--- src/rtl/rrot_pkg.sv ---
package rrot_pkg;

  localparam int OPCODE_W = 2;
  localparam int FIELD_W  = 64;
  localparam int STATUS_W = 2;
  localparam int COUNT_W  = 7;

  typedef enum logic [OPCODE_W-1:0] {
    OP_RESERVE = 2'd0,
    OP_CHECK   = 2'd1,
    OP_CLEAR   = 2'd2,
    OP_NONE    = 2'd3
  } opcode_t;

  typedef enum logic [STATUS_W-1:0] {
    ST_OK        = 2'd0,
    ST_FULL      = 2'd1,
    ST_BAD_RANGE = 2'd2,
    ST_OVERLAP   = 2'd3
  } status_t;

  // compare unit control: clr starts a new scan, en marks a valid entry word
  typedef struct packed {
    logic clr;
    logic en;
  } cmp_ctl_t;

endpackage

--- src/rtl/rrot_cmp.sv ---
module rrot_cmp import rrot_pkg::*; #(
  parameter int AW = 64
) (
  input  logic          clk,
  input  logic          rst_n,
  input  cmp_ctl_t      ctl,
  input  logic [AW-1:0] q_lo,
  input  logic [AW-1:0] q_hi,
  input  logic [AW-1:0] e_lo,
  input  logic [AW-1:0] e_hi,
  output logic          hit_r
);

  logic hit_nxt;

  // half-open ranges overlap when each start lies below the other end
  always_comb begin
    hit_nxt = hit_r;
    if (ctl.clr) begin
      hit_nxt = 1'b0;
    end else if (ctl.en && (q_lo < e_hi) && (e_lo < q_hi)) begin
      hit_nxt = 1'b1;
    end
  end

  always_ff @(posedge clk) begin
    if (!rst_n) begin
      hit_r <= 1'b0;
    end else begin
      hit_r <= hit_nxt;
    end
  end

endmodule

--- config.mk ---
export PLATFORM = sky130hd
export DESIGN_NAME = rrot_cmp
export DESIGN_NICKNAME = d
export VERILOG_FILES = /design/src/rtl/rrot_pkg.sv /design/src/rtl/rrot_cmp.sv
export SDC_FILE = /design/constraint.sdc
export NUM_CORES = 1
export LEC_CHECK = 0
export BUFFER_PORTS_ARGS = -buffer_cell sky130_fd_sc_hd__buf_4
export CORE_AREA = 2 2 101 103
export CTS_CLUSTER_DIAMETER = 120
export DETAILED_ROUTE_END_ITERATION = 8
export DIE_AREA = 0 0 103 105
export GPL_ROUTABILITY_DRIVEN = 0
export PLACE_DENSITY = 0.7
export SKIP_CTS_REPAIR_TIMING = 1
export SLEW_MARGIN = 10
export SYNTH_ARGS = -nofsm -noshare
export SYNTH_HDL_FRONTEND = slang
export SYNTH_SLANG_ARGS = --single-unit
--- constraint.sdc ---
create_clock -name clk -period 2.05 [get_ports clk]
set_input_delay 0.205 -clock clk [delete_from_list [all_inputs] [get_ports clk]]
set_output_delay 0.205 -clock clk [all_outputs]
set_load 0.01 [all_outputs]
==> Word-level counts from Yosys, hierarchy flattened <==
Cells that the tools add are included.
{ "totals": {"register_bits": 1, "latchBits": 0, "ram_bits": 0, "mem_bits_ro": 0, "inputBits": 260, "out_inout_bits": 1, "wordCells": 7, "mem_count": 0} }
{ "op_classes": {"addsub": 0, "n_mul": 0, "div_mod_pow": 0, "n_lt_le_gt_ge": 2, "n_eq_ne": 0, "shift": 0, "mux": 0, "n_bitwise": 1, "n_reduce_logical": 3} }
{ "op_table": {"columns": ["op", "n"], "rows": [
  ["$lt A64 B64 Y1", 2],
  ["$logic_and A1 B1 Y1", 2],
  ["$reduce_or A2 Y1", 1],
  ["$not A1 Y1", 1]
]} }

==> Longest topological paths before layout <==
Gate-level depths: netlist of run 1.
{ "depth": {"depth_word": 3, "depth_mapped": 8, "ltp_nobuf": 8} }

==> Worst setup path after synthesis of run 1 <==
OpenSTA, ideal clock, no wires.
{ "synth_path": {"path_type": "in2reg", "from": "input port e_hi[61]", "to": "register hit_r", "setup_ns": 0.123, "arrival_time_ns": 1.517, "path_slack_ns": 0.410, "cell_stages": 8, "path_cell_list": "inv_1 > ha_1 > nand4_2 > nor4_2 > and2_1 > and4bb_1 > o31ai_1 > nor3b_2"} }
{ "synth_between": {"elab_chain_cells": 3} }
{ "synth_lines": {"columns": ["element", "line", "source"], "rows": [
  ["from (decl)", "rrot_cmp.sv:10", "input logic [AW-1:0] e_hi,"],
  ["$lt A64 B64 Y1", "rrot_cmp.sv:21", "end else if (ctl.en && (q_lo < e_hi) && (e_lo < q_hi)) begin"],
  ["$logic_and A1 B1 Y1 (2 in a row)", "rrot_cmp.sv:21", null],
  ["to (signal assigned)", "rrot_cmp.sv:30", "hit_r <= hit_nxt;"],
  ["to (decl)", "rrot_cmp.sv:11", "output logic hit_r"]
]} }
Every way passes these cells.
A chain may end at the register's enable or synchronous reset.

==> Worst setup path in the final report of run 1 <==
{ "layout_path": {"from": "input port q_lo[61]", "to": "register hit_r"} }
{ "layout_between": {"elab_chain_cells": 3} }
{ "layout_lines": {"columns": ["element", "line", "source"], "rows": [
  ["from (decl)", "rrot_cmp.sv:7", "input logic [AW-1:0] q_lo,"],
  ["$lt A64 B64 Y1", "rrot_cmp.sv:21", null],
  ["$logic_and A1 B1 Y1 (2 in a row)", "rrot_cmp.sv:21", null]
]} }
Every way passes these cells.

==> results of run 1 <==
through the flow:
step                area, um2  setup TNS [ps]  total power, mW  cells  setup slack [ps]
detailed placement       5380           -94.6            0.963    850             -94.6
finish                   5420               0            0.964    850               126
CTS                      5380            -106            0.969    850              -106
global route             5420               0             1.10    850              1.71
global placement         5380           -25.1            0.926    850             -25.1
floorplan                3250               0            0.449    456               410
metal layers:
metal	part of all wire	vias to the layer above
li1	-	2102
met1	0.35	1754
met2	0.53	170
met3	0.096	16
met4	0.016	0
met5	0	-
final timing paths:
check	startpoint	to	slack [ps]
setup / recovery	q_lo[61]	hit_r$_SDFFE_PP0P_	130
hold / removal	hit_r$_SDFFE_PP0P_	hit_r	670
setup reg to reg	hit_r$_SDFFE_PP0P_	hit_r$_SDFFE_PP0P_	670
hold reg to reg	hit_r$_SDFFE_PP0P_	hit_r$_SDFFE_PP0P_	880
final cells by class:
cell class              instances  area (um2)  area share
flip-flops and latches          1        20.0     0.00369
multi-input cells             319        2760       0.510
well taps                     133         166      0.0307
inverters                     136         510      0.0942
repair buffers                261        1960       0.361
critical path, delay by kind of cell:
| family | cells | cell delay [ps] |
|---|---|---|
| AND/OR/NAND/NOR | 5 | 1130 |
| adder cells (fa/ha/maj) | 1 | 300 |
| buffers and inverters | 1 | 110 |
| AO/OA/AOI/OAI | 1 | 60 |
report_power, final:
part	total, mW	leakage [nW]	switching [mW]	internal, mW
Clock	0	0	0	0
Combinational	0.942	3.34	0.380	0.562
Sequential	0.0216	0.00813	0.000848	0.0208
Total	0.964	3.35	0.381	0.583
cell families after synthesis:
group,after synthesis,synth area share
buffers and inverters,136,0.157
AOI/OAI and AO/OA,103,0.200
adders and majority gates,126,0.485
DFF,1,0.00615
and+or+nand+nor,90,0.152
placed cells by master (no fill, tap or decap), drive strengths merged, types with 4 or more instances in the layout:
master and count:
a211oi 6, a21o 11, a21oi 39, buf 261, ha 126, inv 136, nand2 29, nand3 9
nand4 16, nor2 9, nor3 8, nor4 4, o21a 4, o21ai 20, o221ai 4
==> results.md, run 1 <==
- Area added between synthesis and finish: 66.6%
- Class of the most critical hold timing path: reg2out
- Max-slew violations: 0
- Power per unit of standard cell area: 178 mW/mm2
- Tightest hold margin: 667 ps
- Clock insertion delay at the later pin of the skew report: 0 ps
- Number of global-route vias before repair: 4299
- Worst Path Arrival: 1800 ps
- Static power due to leakage: 3.35 nW
- Setup-failing EPs final: 0
- Proportion of synthesized chip area in sequential cells: 0.00615
- Gr ovfl total: 0
- Setup repair after global routing missed its margin: no
- Final Core Density: 0.562
- Global-route wire length before repair: 17.9 mm
- Fin crit period: 1920 ps
- Final HPWL from detailed placement: 10.8 mm
- Maximum number of pins on one net before global-route repair: 4
- Required @ worst endpoint: 1930 ps
- Outcome: finished clean
- Sort of element at the start of the critical path: input pin
- Average wire length per cell after detail routing: 13.3 um
- DRT iter0 DRCs: 38
- Die outline area: 0.0108 mm2
- Cell taking the most area after synthesis: sky130_fd_sc_hd__ha_1
- Core box area: 0.00964 mm2
- GRT busiest layer: met2
- DRT antenna net count: 0
- Netlist area before placement: 0.00325 mm2
- Ys async rst share: 0
- Initial DRT Pass Iterations: 4
- Fraction of layout instances using a drive strength above 1: 0.382
- Number of synthesized register bits: 1
- I/O pin total: 261
- Top cells by count, synth: 136 x sky130_fd_sc_hd__inv_1, 126 x sky130_fd_sc_hd__ha_1, 39 x sky130_fd_sc_hd__a21oi_1, 29 x sky130_fd_sc_hd__nand2_1, 20 x sky130_fd_sc_hd__o21ai_0
- Starting Density: 0.337
- Worst-path cell with the longest stage delay: sky130_fd_sc_hd__nor4_2
- Total number of placement rows: 36
- Met3 track utilization from global routing: 0.0388
- Crit path cell chain: buf_4 > ha_1 > nand4_2 > nor4_2 > and2_1 > and4bb_1 > o31ai_1 > nor3b_2
- Total routing resource utilization after global routing: 0.200
- Final net count: 1105
- Number of hold violations in the final report: 0
- Met2 track demand over resource in global routing: 0.416
- Number of flip-flops in the largest register: 1
- Layout Skew: 0 ps
- Number of antenna violations at the first check in global routing: 0
- Max-capacitance violation count: 0
- Number of stages on the worst hold path: 1
- Warnings from Yosys: 0
- DR vias/cell: 4.76
- Number of design rule violations left after detail routing: 0
- Highest fanout seen on the critical path: 3
- Worst Setup End Kind: flip-flop
- Top-area cell type share of the netlist area: 0.485
- Port Buffer Count: 260
- Crit Path Class: in2reg
- Global Route met1 Usage: 0.199
- Ant diodes: 0
- Fraction of the cycle the final worst path needs: 0.938
- Most frequent cell after synthesis: sky130_fd_sc_hd__inv_1
- Maximum ir drop on the vdd rail: 0.0952 mV
- Number of distinct library cells after synthesis: 40
- Synth top area cells: sky130_fd_sc_hd__ha_1 48%, sky130_fd_sc_hd__inv_1 16%, sky130_fd_sc_hd__a21oi_1 6.0%, sky130_fd_sc_hd__nand2_1 3.3%, sky130_fd_sc_hd__o21ai_0 3.1%
- Headroom to the max-slew limit: 0.745
- Largest registers ranked by flip-flop count: hit_r: 1 flops
- Number of enable flip-flop cells after synthesis: 0
- Die width: 103 um
- Crit-path max cell delay: 400 ps
- Register with the highest flop count: hit_r
- Routed WL: 11.3 mm
- Synthesized Nets: 842
- Post-synthesis instance total: 456
- Peak Freq: 0.520 GHz
- Flip-flop cell with the highest count after synthesis: sky130_fd_sc_hd__dfxtp_1
- Syn Area/Cell: 7.13 um2
- Number of vias in the routed layout: 4042
- Number of filler cells placed in the layout: 940
- Number of cells traversed by the worst register-to-register path: 5
- Clock slew seen by the registers of the worst setup and hold paths: 0 ps
- Die height: 105 um
- Slew at the pin closest to its max-slew limit: 373 ps
Note: power is estimated with default switching activity, not from simulation.
==> inputs of run 2 (changes only) <==
CORE_AREA = 2 2 100 102   (was 2 2 101 103)
DIE_AREA = 0 0 102 104   (was 0 0 103 105)
PLACE_DENSITY = 0.74   (was 0.7)
SLEW_MARGIN = default   (was 10)
clock period = 1.7 ns   (was 2.05 ns; I/O delays follow)
==> results.md, run 2 (same netlist as run 1, synthesis figures left out) <==
- CP Capture Point: hit_r$_SDFFE_PP0P_
- Required @ worst endpoint: 1580 ps
- I/O pin total: 261
- Final Core Density: 0.625
- Number of design rule violations left after detail routing: 0
- Fraction of layout instances using a drive strength above 1: 0.461
- Final HPWL from detailed placement: 10.7 mm
- Final net count: 1127
- Clock slew seen by the registers of the worst setup and hold paths: 0 ps
- Layout Skew: 0 ps
- Die width: 102 um
- Final sum of negative setup slack: -134 ps
- Sort of element at the start of the critical path: input pin
- Number of antenna violations at the first check in global routing: 1
- Port Buffer Count: 260
- Area added between synthesis and finish: 83.5%
- Worst Path Arrival: 1710 ps
- Initial DRT Pass Iterations: 4
- Leading cell type in the layout, fill and taps excluded: sky130_fd_sc_hd__buf_4
- Die height: 104 um
- Max-slew violations: 0
- Global-route wire length before repair: 18.0 mm
- Final Total Pwr: 1.35 mW
- Outcome: finished with violations
- DRT iter0 DRCs: 101
- Commonest cells after routing, fill and taps aside: 275 x sky130_fd_sc_hd__buf_4, 128 x sky130_fd_sc_hd__inv_1, 108 x sky130_fd_sc_hd__ha_1, 31 x sky130_fd_sc_hd__a21oi_1, 29 x sky130_fd_sc_hd__nand2_1
- Worst setup startpoint: q_hi[58]
- Number of cells traversed by the worst register-to-register path: 5
- DRT antenna net count: 0
- Core box area: 0.00955 mm2
- Setup repair after global routing missed its margin: yes
- Peak Freq: 0.545 GHz
- Setup-failing EPs final: 1
- Clock insertion delay at the later pin of the skew report: 0 ps
- RR Startpoint: hit_r$_SDFFE_PP0P_
- Total routing resource utilization after global routing: 0.202
- Routed WL: 11.8 mm
- Gr ovfl total: 0
- Number of filler cells placed in the layout: 823
- Number of stages on the worst hold path: 1
- Register with the highest flop count: hit_r
- Average wire length per cell after detail routing: 13.5 um
- Headroom to the max-slew limit: 0.763
- Max-capacitance violation count: 0
- Maximum number of pins on one net before global-route repair: 4
- Maximum ir drop on the vdd rail: 0.130 mV
- Number of hold violations in the final report: 0
- Die outline area: 0.0106 mm2
- Static power due to leakage: 3.48 nW
- Capture instance of the worst register-to-register path: hit_r$_SDFFE_PP0P_
- Power per unit of standard cell area: 226 mW/mm2
- Number of flip-flops in the largest register: 1
- Crit Path Class: in2reg
- Largest registers ranked by flip-flop count: hit_r: 1 flops
- Fraction of the cycle the final worst path needs: 1.08
- Fin crit period: 1830 ps
- Pre-CTS setup slack: -421 ps
- Class of the most critical hold timing path: reg2out
- Violated checks: setup timing
- Worst Setup End Kind: flip-flop
- Highest fanout seen on the critical path: 2
- Starting Density: 0.341
- Number of vias in the routed layout: 4231
- Total number of placement rows: 36
- Least setup slack across all paths after layout: -134 ps
- DR vias/cell: 4.85
- Number of global-route vias before repair: 4390
- Flop-to-flop setup slack: 330 ps
- Slew at the pin closest to its max-slew limit: 347 ps
[run 2: worst min path at each step]
stage	from	to	slack, ps
floorplan	hit_r$_SDFFE_PP0P_	hit_r	480
CTS	hit_r$_SDFFE_PP0P_	hit_r	640
detailed placement	hit_r$_SDFFE_PP0P_	hit_r	640
global route	hit_r$_SDFFE_PP0P_	hit_r	650
global placement	hit_r$_SDFFE_PP0P_	hit_r	640
finish	hit_r$_SDFFE_PP0P_	hit_r	630
[run 2: power by group]
group | switching [mW] | internal (mW)
Sequential | 0.00107 | 0.0251
Clock | 0 | 0.00000158
Combinational | 0.533 | 0.791
Total | 0.534 | 0.816
[run 2: stage by stage]
stage	cell area, um2	cells	hold slack, ps
final	5970	873	634
after global routing	5970	873	651
after CTS	5540	872	642
after detailed placement	5540	872	643
after global placement	5540	872	635
after floorplan	3250	456	479
[run 2: worst max-delay path, cell delays in order]
cell and delay (ps):
sky130_fd_sc_hd__buf_6 70, sky130_fd_sc_hd__inv_4 30, sky130_fd_sc_hd__ha_4 250, sky130_fd_sc_hd__nand4_1 180, sky130_fd_sc_hd__buf_4 210, sky130_fd_sc_hd__a21oi_2 110, sky130_fd_sc_hd__a211oi_2 60, sky130_fd_sc_hd__buf_4 140
sky130_fd_sc_hd__o2111a_1 240, sky130_fd_sc_hd__a41oi_2 180, sky130_fd_sc_hd__nor3b_2 60
[run 2: layout make-up]
cell class,instances,area (um2),area share
diodes,1,2.50,0.000419
inverters,136,520,0.0872
multi-input cells,319,3110,0.520
flip-flops and latches,1,20.0,0.00335
well taps,133,166,0.0279
repair buffers,283,2150,0.361
[run 2: layer usage]
| layer | vias to the layer above | GRT usage | wire, um |
|---|---|---|---|
| met2 | 194 | 0.409 | 6170 |
| li1 | 2149 | - | - |
| met4 | 0 | 0.0667 | 459 |
| met3 | 34 | 0.0430 | 1080 |
| met1 | 1854 | 0.194 | 4070 |
| met5 | - | 0 | 0 |
==> inputs of run 3 (changes only) <==
ABC_CLOCK_PERIOD_IN_PS = 1700   (was default)
RECOVER_POWER = 25   (was default)
SKIP_LAST_GASP = 1   (was default)
==> results.md, run 3 (same netlist as run 1, synthesis figures left out) <==
- Outcome: finished with violations
- Violated checks: setup timing
- Die outline area: 0.0106 mm2
- Total number of placement rows: 36
- CP Capture Point: hit_r$_SDFFE_PP0P_
- Routed WL: 11.8 mm
- Port Buffer Count: 260
- Global-route wire length before repair: 18.0 mm
- Peak Freq: 0.545 GHz
- Number of hold violations in the final report: 0
- Required @ worst endpoint: 1580 ps
- Cell with the most instances on the worst path: sky130_fd_sc_hd__buf_4
- Worst-path cell with the longest stage delay: sky130_fd_sc_hd__ha_4
- Die height: 104 um
- Total routing resource utilization after global routing: 0.202
- Number of design rule violations left after detail routing: 0
- DR vias/cell: 4.85
- Number of antenna violations at the first check in global routing: 1
- Final sum of negative setup slack: -134 ps
- Number of flip-flops in the largest register: 1
- Maximum ir drop on the vdd rail: 0.130 mV
- Worst Path Arrival: 1710 ps
- Max-capacitance violation count: 0
- Final HPWL from detailed placement: 10.7 mm
- Least setup slack across all paths after layout: -134 ps
- Kind of cell adding the most delay to the critical path: compound AO/OA/AOI/OAI gates
- Clock slew seen by the registers of the worst setup and hold paths: 0 ps
- Capture instance of the worst register-to-register path: hit_r$_SDFFE_PP0P_
- Leading cell type in the layout, fill and taps excluded: sky130_fd_sc_hd__buf_4
- Fin crit period: 1830 ps
- Core box area: 0.00955 mm2
- Starting Density: 0.341
- DRT iter0 DRCs: 101
- Maximum number of pins on one net before global-route repair: 4
- Final net count: 1127
- Die width: 102 um
- Headroom to the max-slew limit: 0.763
- Setup repair after global routing missed its margin: yes
- Pre-CTS setup slack: -421 ps
- RR Startpoint: hit_r$_SDFFE_PP0P_
- Layout Skew: 0 ps
- Power per unit of standard cell area: 226 mW/mm2
- Sort of element at the start of the critical path: input pin
- Initial DRT Pass Iterations: 4
- Fraction of layout instances using a drive strength above 1: 0.460
- Buffers plus inverters on the worst setup path: 4
- Largest registers ranked by flip-flop count: hit_r: 1 flops
- Number of cells traversed by the worst register-to-register path: 5
- Register with the highest flop count: hit_r
- Average wire length per cell after detail routing: 13.5 um
- Slew at the pin closest to its max-slew limit: 347 ps
- Highest fanout seen on the critical path: 2
- Crit Path Class: in2reg
- Stages on the worst setup path: 11
- Number of vias in the routed layout: 4231
- Area added between synthesis and finish: 83.4%
- Fraction of the cycle the final worst path needs: 1.08
- Gr ovfl total: 0
- Crit-path max cell delay: 250 ps
- DRT antenna net count: 0
- Static power due to leakage: 3.47 nW
- Class of the most critical hold timing path: reg2out
- Flop-to-flop setup slack: 330 ps
- Worst Setup End Kind: flip-flop
- Clock insertion delay at the later pin of the skew report: 0 ps
- Crit path cell chain: buf_6 > inv_4 > ha_4 > nand4_1 > buf_4 > a21oi_2 > a211oi_2 > buf_4 > o2111a_1 > a41oi_2 > nor3b_2
- Number of global-route vias before repair: 4390
- Worst setup startpoint: q_hi[58]
- I/O pin total: 261
- Setup-failing EPs final: 1
- Max-slew violations: 0
- Commonest cells after routing, fill and taps aside: 274 x sky130_fd_sc_hd__buf_4, 128 x sky130_fd_sc_hd__inv_1, 108 x sky130_fd_sc_hd__ha_1, 31 x sky130_fd_sc_hd__a21oi_1, 29 x sky130_fd_sc_hd__nand2_1
[run 3: per-layer routing]
layer | GRT usage | up-vias | share of wire
li1 | - | 2149 | -
met1 | 0.194 | 1854 | 0.35
met2 | 0.409 | 194 | 0.52
met3 | 0.0430 | 34 | 0.092
met4 | 0.0667 | 0 | 0.039
met5 | 0 | - | 0
[run 3: worst min-delay path by stage]
stage / cells after the start / to / from
final: 1 / hit_r / hit_r$_SDFFE_PP0P_
after global routing: 1 / hit_r / hit_r$_SDFFE_PP0P_
after CTS: 1 / hit_r / hit_r$_SDFFE_PP0P_
after detailed placement: 1 / hit_r / hit_r$_SDFFE_PP0P_
after global placement: 1 / hit_r / hit_r$_SDFFE_PP0P_
after floorplan: 0 / hit_r / hit_r$_SDFFE_PP0P_
[run 3: worst reg2reg max path, cell delays in order (launching register included)]
cell	delay (ps)
sky130_fd_sc_hd__dfxtp_1	310
sky130_fd_sc_hd__and3b_1	260
sky130_fd_sc_hd__nor3b_1	270
sky130_fd_sc_hd__nand4_1	140
sky130_fd_sc_hd__o22ai_2	190
sky130_fd_sc_hd__nor3b_2	70
[run 3: through the flow]
step | utilization | hold slack (ps) | area, um2 | power [mW] | instances
after floorplan | - | 479 | 3250 | 0.542 | 456
after global placement | 0.581 | 635 | 5540 | 1.17 | 872
after detailed placement | 0.581 | 643 | 5540 | 1.22 | 872
after CTS | 0.581 | 642 | 5540 | 1.22 | 872
after global routing | 0.625 | 637 | 5970 | 1.52 | 873
final | 0.625 | 622 | 5970 | 1.35 | 873
[run 3: layout make-up]
| cell class | count | area (um2) |
|---|---|---|
| antenna | 1 | 2.50 |
| sequential | 1 | 20.0 |
| tap | 133 | 166 |
| timing repair buffer | 283 | 2150 |
| multi-input combinational | 319 | 3110 |
| inverter | 136 | 520 |
| fill | 825 | 3580 |
[run 3: power by group]
group           total, mW  internal [mW]  switching (mW)
registers          0.0261         0.0251         0.00105
logic                1.32          0.790           0.533
clock network  0.00000158     0.00000158               0
total                1.35          0.815           0.534
